<file path="src/wwr_pkg.sv">
// shared types, constants and helpers for the whole-word replace block
package wwr_pkg;

    localparam int WORD_CAP   = 8;
    localparam int IDX_W      = (WORD_CAP > 1) ? $clog2(WORD_CAP) : 1;
    localparam int CNT_W      = 4;
    localparam int CFG_W      = 64;
    localparam int CFG_IDX_W  = 3;
    localparam int REPL_MAX   = 8;
    localparam logic [7:0] DELIM_CHAR = 8'd32;

    typedef enum logic [CFG_IDX_W-1:0] {
        CFG_MATCH_CASE   = 3'd0,
        CFG_TARGET_WORD  = 3'd1,
        CFG_TARGET_LEN   = 3'd2,
        CFG_REPLACE_WORD = 3'd3,
        CFG_REPLACE_LEN  = 3'd4
    } cfg_index_t;

    typedef enum logic [1:0] {
        ST_IDLE,
        ST_PLAN,
        ST_EMIT
    } state_t;

    // controller to datapath
    typedef struct packed {
        logic capture;
        logic plan;
        logic load;
    } cmd_t;

    // datapath to controller
    typedef struct packed {
        logic plan_emits;
        logic item_final;
    } status_t;

    // ascii lowercase fold
    function automatic logic [7:0] fold(input logic [7:0] c);
        logic [7:0] r;
        r = c;
        if (c inside {[8'd65:8'd90]}) begin
            r = c + 8'd32;
        end
        return r;
    endfunction

endpackage

</file>
<file path="src/whole_word_replace.sv">
// top level of the streaming whole-word find and replace block
//
// input stream: one text byte per item in s_tdata[7:0], s_tlast marks the
// last byte of a string. byte 32 (space) splits words. every word, the empty
// word between two spaces too, is compared with target_word (exact, or ascii
// case-insensitive when match_case is 0) and replaced by replace_word on a
// match. a space that ends the string is dropped. words are buffered up to
// eight bytes; a longer word is flushed unchanged and passes straight through.
// output stream: zero to nine result items per input item. m_tuser[0] is
// has_byte (0 only on the end marker of an empty result), m_tuser[1] marks the
// last result of the input item, m_tlast the final result of the string.
// an item is taken in ST_IDLE and planned in ST_PLAN, then its results are
// loaded one by one into the single shared output register in ST_EMIT.
// s_tready is high only between items. when the receiver stalls, the output
// register holds and the next result waits; a new item can be taken while the
// last result of the previous one still sits in the output register.
// reset (aresetn low, synchronous) empties the word buffer, clears the output
// valid and sets match_case to 1 and the other config registers to 0.
module whole_word_replace (
    input  logic                          aclk,
    input  logic                          aresetn,
    // configuration write port
    input  logic                          cfg_wr_en,
    input  logic [wwr_pkg::CFG_IDX_W-1:0] cfg_index,
    input  logic [wwr_pkg::CFG_W-1:0]     cfg_wr_data,
    // input stream
    input  logic                          s_tvalid,
    output logic                          s_tready,
    input  logic [7:0]                    s_tdata,   // in_byte
    input  logic                          s_tlast,   // in_last
    // result stream
    output logic                          m_tvalid,
    input  logic                          m_tready,
    output logic [7:0]                    m_tdata,   // out_byte
    output logic [1:0]                    m_tuser,   // has_byte, run_last
    output logic                          m_tlast    // out_last
);
    import wwr_pkg::*;

    cmd_t    cmd;
    status_t status;
    logic    has_byte, run_last;

    // sequencing and output handshake
    wwr_ctrl u_ctrl (
        .aclk     (aclk),
        .aresetn  (aresetn),
        .s_tvalid (s_tvalid),
        .s_tready (s_tready),
        .m_tvalid (m_tvalid),
        .m_tready (m_tready),
        .status   (status),
        .cmd      (cmd)
    );

    // buffer, compare and result selection
    wwr_datapath u_datapath (
        .aclk        (aclk),
        .aresetn     (aresetn),
        .cfg_wr_en   (cfg_wr_en),
        .cfg_index   (cfg_index),
        .cfg_wr_data (cfg_wr_data),
        .s_byte      (s_tdata),
        .s_last      (s_tlast),
        .cmd         (cmd),
        .status      (status),
        .m_byte      (m_tdata),
        .m_has_byte  (has_byte),
        .m_run_last  (run_last),
        .m_out_last  (m_tlast)
    );

    assign m_tuser = {run_last, has_byte};

    // one item at a time: after taking an item, ready drops for the plan cycle
    a_one_item: assert property (@(posedge aclk) disable iff (!aresetn)
        s_tvalid && s_tready |=> !s_tready)
        else $error("item taken while previous one still in planning");

    // the end of the string is always the end of the run
    a_last_in_run: assert property (@(posedge aclk) disable iff (!aresetn)
        m_tvalid && m_tlast |-> m_tuser[1])
        else $error("string end without run end");

    // an end marker is alone, final and carries a zero byte
    a_marker: assert property (@(posedge aclk) disable iff (!aresetn)
        m_tvalid && !m_tuser[0] |-> m_tlast && m_tuser[1] && (m_tdata == 8'd0))
        else $error("malformed end marker");

    // no result is shown while the block waits for a new item with nothing to send
    a_emit_follows: assert property (@(posedge aclk) disable iff (!aresetn)
        !m_tvalid && s_tready |=> !m_tvalid)
        else $error("result appeared without an item");

endmodule

</file>
<file path="src/wwr_ctrl.sv">
// controller: item sequencing and output valid handshake
module wwr_ctrl (
    input  logic              aclk,
    input  logic              aresetn,
    input  logic              s_tvalid,
    output logic              s_tready,
    output logic              m_tvalid,
    input  logic              m_tready,
    input  wwr_pkg::status_t  status,
    output wwr_pkg::cmd_t     cmd
);
    import wwr_pkg::*;

    state_t state_reg, state_next;
    logic   m_valid_reg, m_valid_next;

    always_ff @(posedge aclk) begin
        if (!aresetn) begin
            state_reg   <= ST_IDLE;
            m_valid_reg <= 1'b0;
        end else begin
            state_reg   <= state_next;
            m_valid_reg <= m_valid_next;
        end
    end

    always_comb begin
        state_next  = state_reg;
        cmd         = '0;
        s_tready    = 1'b0;
        case (state_reg)
            ST_IDLE: begin
                s_tready = 1'b1;
                if (s_tvalid) begin
                    cmd.capture = 1'b1;
                    state_next  = ST_PLAN;
                end
            end
            ST_PLAN: begin
                cmd.plan   = 1'b1;
                state_next = status.plan_emits ? ST_EMIT : ST_IDLE;
            end
            ST_EMIT: begin
                // load when the output register is empty or being drained
                if (!m_valid_reg || m_tready) begin
                    cmd.load = 1'b1;
                    if (status.item_final) begin
                        state_next = ST_IDLE;
                    end
                end
            end
            default: begin
                state_next = ST_IDLE;
            end
        endcase
        if (cmd.load) begin
            m_valid_next = 1'b1;
        end else if (m_tready) begin
            m_valid_next = 1'b0;
        end else begin
            m_valid_next = m_valid_reg;
        end
    end

    assign m_tvalid = m_valid_reg;

endmodule

</file>
<file path="src/wwr_datapath.sv">
// datapath: config registers, word buffer, match compare and result sequencing
module wwr_datapath (
    input  logic                         aclk,
    input  logic                         aresetn,
    input  logic                         cfg_wr_en,
    input  logic [wwr_pkg::CFG_IDX_W-1:0] cfg_index,
    input  logic [wwr_pkg::CFG_W-1:0]    cfg_wr_data,
    input  logic [7:0]                   s_byte,
    input  logic                         s_last,
    input  wwr_pkg::cmd_t                cmd,
    output wwr_pkg::status_t             status,
    output logic [7:0]                   m_byte,
    output logic                         m_has_byte,
    output logic                         m_run_last,
    output logic                         m_out_last
);
    import wwr_pkg::*;

    // configuration
    logic                match_case_reg;
    logic [CFG_W-1:0]    target_word_reg;
    logic [CNT_W-1:0]    target_len_reg;
    logic [CFG_W-1:0]    replace_word_reg;
    logic [CNT_W-1:0]    replace_len_reg;

    // word buffer state
    logic [7:0]          word_store_reg [WORD_CAP];
    logic [CNT_W-1:0]    word_count_reg, word_count_next;
    logic                overflowed_reg, overflowed_next;

    // captured item and emit plan
    logic [7:0]          in_byte_reg;
    logic                in_last_reg;
    logic                src_repl_reg, src_repl_next;
    logic [CNT_W-1:0]    src_n_reg, src_n_next;
    logic                marker_reg, marker_next;
    logic [CNT_W-1:0]    total_reg, total_next;
    logic [CNT_W-1:0]    idx_reg;

    // output register
    logic [7:0]          m_byte_reg, m_byte_next;
    logic                m_has_reg, m_has_next;
    logic                m_run_last_reg, m_run_last_next;
    logic                m_out_last_reg, m_out_last_next;

    logic [7:0]          view [WORD_CAP];
    logic [CNT_W-1:0]    wcnt;
    logic                is_delim, store_we, flush, dump, tail, match;
    logic [CNT_W-1:0]    repl_n;
    logic [7:0]          tb, wb;

    always_ff @(posedge aclk) begin
        if (!aresetn) begin
            match_case_reg   <= 1'b1;
            target_word_reg  <= '0;
            target_len_reg   <= '0;
            replace_word_reg <= '0;
            replace_len_reg  <= '0;
        end else if (cfg_wr_en) begin
            case (cfg_index)
                CFG_MATCH_CASE:   match_case_reg   <= cfg_wr_data[0];
                CFG_TARGET_WORD:  target_word_reg  <= cfg_wr_data;
                CFG_TARGET_LEN:   target_len_reg   <= cfg_wr_data[CNT_W-1:0];
                CFG_REPLACE_WORD: replace_word_reg <= cfg_wr_data;
                CFG_REPLACE_LEN:  replace_len_reg  <= cfg_wr_data[CNT_W-1:0];
                default: begin
                end
            endcase
        end
    end

    // plan: update buffer state and decide what this item emits
    always_comb begin
        is_delim        = (in_byte_reg == DELIM_CHAR);
        view            = word_store_reg;
        wcnt            = word_count_reg;
        store_we        = 1'b0;
        flush           = 1'b0;
        dump            = 1'b0;
        tail            = 1'b0;
        word_count_next = word_count_reg;
        overflowed_next = overflowed_reg;
        if (is_delim) begin
            flush           = !overflowed_reg;
            tail            = !in_last_reg;
            word_count_next = '0;
            overflowed_next = 1'b0;
        end else if (overflowed_reg) begin
            tail = 1'b1;
        end else if (word_count_reg < CNT_W'(WORD_CAP)) begin
            store_we                          = 1'b1;
            view[word_count_reg[IDX_W-1:0]]   = in_byte_reg;
            wcnt                              = word_count_reg + 1'b1;
            word_count_next                   = word_count_reg + 1'b1;
            flush                             = in_last_reg;
        end else begin
            // long word: flush buffer unchanged, then pass the rest through
            dump            = 1'b1;
            tail            = 1'b1;
            word_count_next = '0;
            overflowed_next = 1'b1;
        end
        if (!is_delim && in_last_reg) begin
            word_count_next = '0;
            overflowed_next = 1'b0;
        end

        match = (target_len_reg == wcnt);
        for (int i = 0; i < WORD_CAP; i++) begin
            tb = target_word_reg[8*i +: 8];
            wb = view[i];
            if (!match_case_reg) begin
                tb = fold(tb);
                wb = fold(wb);
            end
            if ((CNT_W'(i) < wcnt) && (tb != wb)) begin
                match = 1'b0;
            end
        end

        repl_n = (replace_len_reg > CNT_W'(REPL_MAX)) ? CNT_W'(REPL_MAX) : replace_len_reg;
        src_repl_next = 1'b0;
        if (flush && match) begin
            src_repl_next = 1'b1;
            src_n_next    = repl_n;
        end else if (flush) begin
            src_n_next = wcnt;
        end else if (dump) begin
            src_n_next = word_count_reg;
        end else begin
            src_n_next = '0;
        end
        total_next  = src_n_next + CNT_W'(tail);
        marker_next = in_last_reg && (total_next == '0);
        if (marker_next) begin
            total_next = CNT_W'(1);
        end
    end

    // current result item
    always_comb begin
        if (marker_reg) begin
            m_byte_next = '0;
            m_has_next  = 1'b0;
        end else if (idx_reg < src_n_reg) begin
            m_has_next  = 1'b1;
            m_byte_next = src_repl_reg ? replace_word_reg[{idx_reg[2:0], 3'b000} +: 8]
                                       : word_store_reg[idx_reg[IDX_W-1:0]];
        end else begin
            m_has_next  = 1'b1;
            m_byte_next = in_byte_reg;
        end
        m_run_last_next = (idx_reg == total_reg - 1'b1);
        m_out_last_next = m_run_last_next && in_last_reg;
    end

    always_ff @(posedge aclk) begin
        if (!aresetn) begin
            word_count_reg <= '0;
            overflowed_reg <= 1'b0;
        end else if (cmd.plan) begin
            word_count_reg <= word_count_next;
            overflowed_reg <= overflowed_next;
        end
    end

    always_ff @(posedge aclk) begin
        if (cmd.plan && store_we) begin
            word_store_reg[word_count_reg[IDX_W-1:0]] <= in_byte_reg;
        end
        if (cmd.capture) begin
            in_byte_reg <= s_byte;
            in_last_reg <= s_last;
        end
        if (cmd.plan) begin
            src_repl_reg <= src_repl_next;
            src_n_reg    <= src_n_next;
            marker_reg   <= marker_next;
            total_reg    <= total_next;
            idx_reg      <= '0;
        end else if (cmd.load) begin
            idx_reg <= idx_reg + 1'b1;
        end
        if (cmd.load) begin
            m_byte_reg     <= m_byte_next;
            m_has_reg      <= m_has_next;
            m_run_last_reg <= m_run_last_next;
            m_out_last_reg <= m_out_last_next;
        end
    end

    assign status.plan_emits = (total_next != '0);
    assign status.item_final = m_run_last_next;
    assign m_byte     = m_byte_reg;
    assign m_has_byte = m_has_reg;
    assign m_run_last = m_run_last_reg;
    assign m_out_last = m_out_last_reg;

endmodule

</file>
<file path="config.mk">
export PLATFORM = sky130hd
export DESIGN_NAME = whole_word_replace
export DESIGN_NICKNAME = d
export VERILOG_FILES = /design/src/wwr_pkg.sv /design/src/whole_word_replace.sv /design/src/wwr_ctrl.sv /design/src/wwr_datapath.sv
export SDC_FILE = /design/constraint.sdc
export NUM_CORES = 1
export LEC_CHECK = 0
export ABC_CLOCK_PERIOD_IN_PS = 6400
export BUFFER_PORTS_ARGS = -buffer_cell sky130_fd_sc_hd__buf_4
export CELL_PAD_IN_SITES_DETAIL_PLACEMENT = 0
export CELL_PAD_IN_SITES_GLOBAL_PLACEMENT = 1
export CORE_ASPECT_RATIO = 1.1
export CORE_UTILIZATION = 48
export DETAILED_ROUTE_END_ITERATION = 8
export GPL_TIMING_DRIVEN = 0
export PLACE_DENSITY_LB_ADDON = 0.1
export SLEW_MARGIN = 20
export SYNTH_ARGS = -nofsm -noshare
export SYNTH_HDL_FRONTEND = slang
export SYNTH_SLANG_ARGS = --single-unit
</file>
<file path="constraint.sdc">
create_clock -name aclk -period 6.4 [get_ports aclk]
set_input_delay 0.32 -clock aclk [delete_from_list [all_inputs] [get_ports aclk]]
set_output_delay 0.32 -clock aclk [all_outputs]
set_load 0.1 [all_outputs]
</file>
==> run_results.csv <==
group,metric,value,unit
critical_path,r2r-end,"u_datapath.total_reg[0]",
global_routing,track_usage,31.2,%
pwr,combPwrFrac,21.6,%
global_routing,grt_first_pass_wirelength,74400,µm
die,core,30500,µm²
final_layout,synthToLayoutAreaGrowth,16.5,%
logic_synthesis,synthCells,1576,
clock_tree,htreeDepth,1,
global_routing,antenna_found_initial,0,
clock_tree,clk_pin_slew,0.06,ns
clock_tree,insertion_delay,0.56,ns
logic_synthesis,yosysSeqAreaShare,39.0,%
die,io-pin-count,94,
timing,slew_violations,0,
critical_path,cp.required,6.70,ns
pwr,p_sw,1.30,mW
timing,holdWs,0.0290,ns
logic_synthesis,ys_top_cells_by_area,"dfxtp_1 (20%), edfxtp_1 (19%), nand2_1 (8.4%)",
die,die_x,170,µm
logic_synthesis,async_flop_share,0,%
timing,fmax,160,MHz
clock_tree,numCtsBuffers,28,
logic_synthesis,ys_types,99,
die,die_area,31700,µm²
critical_path,arrival,6.56,ns
final_layout,nets,1825,
die,floorplan.initialDensity,48.8,%
critical_path,crit_fanout,10,
timing,setup_ws,0.133,ns
placement,place_area,16100,µm²
logic_synthesis,synthesis.nets,1682,
logic_synthesis,syn_avg_cell_area,9.44,µm²
global_routing,met2_usage,48.5,%
route,drt_pass1_iterations,6,
logic_synthesis,yosys_warnings,0,
final_layout,stdcell_count,2155,
timing,layout_min_cycle_time,6.27,ns
critical_path,crit_end,"u_datapath.total_reg[0]",
timing,skew,0.0163,ns
critical_path,cp_slowest_cell,"clkbuf_1",
global_routing,grt-busiest-layer,"met2",
logic_synthesis,synth_top_area_share,20.1,%
timing,tightest_slew,1.10,ns
critical_path,cp-start-kind,"flip-flop",
critical_path,r2r_cells,21,
critical_path,timing.rr.start,"u_datapath.match_case_reg",
timing,hold_viol,0,
final_layout,final_common_cell,"nand2_1",
clock_tree,clockBufferDepth,3,
logic_synthesis,ys.flop_type,"dfxtp_1",
final_layout,fin_area,17300,µm²
final_layout,n_antenna_cell,0,
placement,placed_cells,2084,
route,via_per_inst,5.94,
placement,place_ws,-0.208,ns
route,routed_wl,49300,µm
global_routing,grt_max_degree,28,
critical_path,timing.setup.critical_path_class,"flip-flop to flip-flop",
die,die_h,187,µm
route,vias,12800,
placement,routabilityCongestion,0.959,
hold_path,hold_class,"input pin to flip-flop",
global_routing,grt_pass1_vias,12100,
placement,place_hpwl,37300,µm
pwr,p_clk_share,38.1,%
logic_synthesis,syn-cell-area,14900,µm²
logic_synthesis,synth_edf_count,94,
timing,finalSetupViolations,0,
timing,fin_crit_sh,97.9,%
pwr,switching_share,29.6,%
pwr,fin_total_pwr,4.39,mW
global_routing,gr-usage-met1,42.9,%
pwr,p_int,3.09,mW
job,maxCapViolCount,0,
pwr,pwr_density_cell,253,nW/µm²
pwr,ir_worst_vdd,198,µV
critical_path,cpPeakStageDelay,0.76,ns
clock_tree,cts_tree,"built",
pwr,leakage,6.32,nW
clock_tree,cts_sinks,243,
logic_synthesis,synth_area_leader_cell,"dfxtp_1",
route,drt_iter0_drc,1196,
route,routedWlPerCell,22.9,µm
route,antenna_left,0,
clock_tree,cts_root_buffer,"clkbuf_16",
critical_path,crit_path_end_kind,"flip-flop",
final_layout,drive_gt1_share,18.0,%
critical_path,critical_path.startpoint,"u_datapath.match_case_reg",
pwr,sequentialPowerShare,40.3,%
status,status,"finished, final reports clean",
route,route.detailed.drc,0,
global_routing,grtUsageMet3,5.17,%
final_layout,final_cell_mix,"nand2_1 (331), dfxtp_1 (149), a21boi_0 (131)",
critical_path,worstPathCellList,"clkbuf_1 > clkbuf_1 > inv_2 > o221ai_1 > nor2_1 > a21oi_1 > xnor2_1 > nor4_1 > a41oi_1 > o41ai_4 > nand4_2 > or2_1 > buf_6 > o21ai_1 > ha_1 > ha_1 > o21ai_0 > and3b_1 > nand2_1 > nor3_1 > a311o_1",
timing,relSlewSlack,26.6,%
die,num_rows,67,
logic_synthesis,ys_seq_elements,243,
placement,numPortBuffers,92,
critical_path,r2r_slack,0.13,ns
global_routing,gr-total-overflow,0,
-- worst max-delay path: cells and delay by family, from the launching register on --
| kind | cells | cell delay [ns] |
|---|---|---|
| AOI/OAI and AO/OA | 7 | 1.77 |
| xor gates and xnor gates | 1 | 0.11 |
| adders and majority gates | 2 | 0.56 |
| buffers and inverters | 4 | 1.95 |
| DFF | 1 | 0.31 |
| and+or+nand+nor | 7 | 1.29 |
-- synthesized netlist by cell type, drive strengths merged (22+ instances only) --
cell type  count
nand2        331
mux2i         76
inv           54
buf           27
edfxtp        94
nor2          68
a21oi         40
nand3         22
dfxtp        149
o21ai         38
mux2          62
ha            25
a21boi       131
xor2          28
xnor2         24
nor3          27
mux4          40
clkbuf        77
-- timing repair --
action,CTS,global route
hold endpoints to repair,10,0
gates resized for setup,2,18
setup endpoints to repair,3,4
hold buffers,10,0
buffers inserted,2,7
pin swaps,1,4
-- per-layer routing --
layer	vias up	part of all wire, %
met2	560	45
li1	5992	-
met1	6143	43
met3	111	8.1
met4	0	4.5
met5	-	0
-- final cells by class --
type / count / area (µm²)
plain buffers: 104 / 464
clock buffers: 43 / 860
clock inverters: 9 / 100
fillers: 2838 / 13200
inverters: 54 / 203
multi-input cells: 1175 / 8470
flip-flops and latches: 243 / 5810
well taps: 414 / 518
repair buffers: 113 / 906
-- worst min-delay path by stage --
stage / from / to / slack, ns / depth (start not counted)
floorplan: s_tdata[0] / u_datapath.in_byte_reg[0] / 0.42 / 0
global placement: u_datapath.replace_word_reg[47] / u_datapath.replace_word_reg[47] / 0.45 / 2
detailed placement: u_datapath.replace_word_reg[53] / u_datapath.replace_word_reg[53] / 0.46 / 2
CTS: cfg_wr_data[22] / u_datapath.target_word_reg[22] / 0.005 / 3
global route: cfg_wr_data[20] / u_datapath.replace_word_reg[20] / 0.03 / 3
finish: cfg_wr_data[22] / u_datapath.replace_word_reg[22] / 0.03 / 3
-- power by group through the flow --
stage | logic [mW] | clock network, mW | registers (mW)
floorplan | 0.587 | 0 | 1.81
global placement | 0.910 | 0 | 1.80
global route | 1.00 | 1.76 | 1.77
CTS | 0.937 | 1.70 | 1.76
detailed placement | 0.929 | 0 | 1.80
finish | 0.949 | 1.67 | 1.77
-- cells by family after synthesis --
group / after synthesis / synth area share [%]
and+or+nand+nor: 582 / 18.3
DFF: 243 / 39.0
AOI/OAI and AO/OA: 333 / 16.4
muxes: 178 / 16.0
buffers and inverters: 158 / 4.41
adders and majority gates: 25 / 2.10
xor gates and xnor gates: 57 / 3.83
-- per-stage QoR --
| step | utilization [%] | setup TNS, ns |
|---|---|---|
| floorplan | - | 0 |
| global placement | 52.7 | -4.28 |
| detailed placement | 52.9 | -0.475 |
| CTS | 56.4 | 0 |
| global route | 56.8 | -0.0470 |
| finish | 56.8 | 0 |
Power figures use the tool's default switching activity.
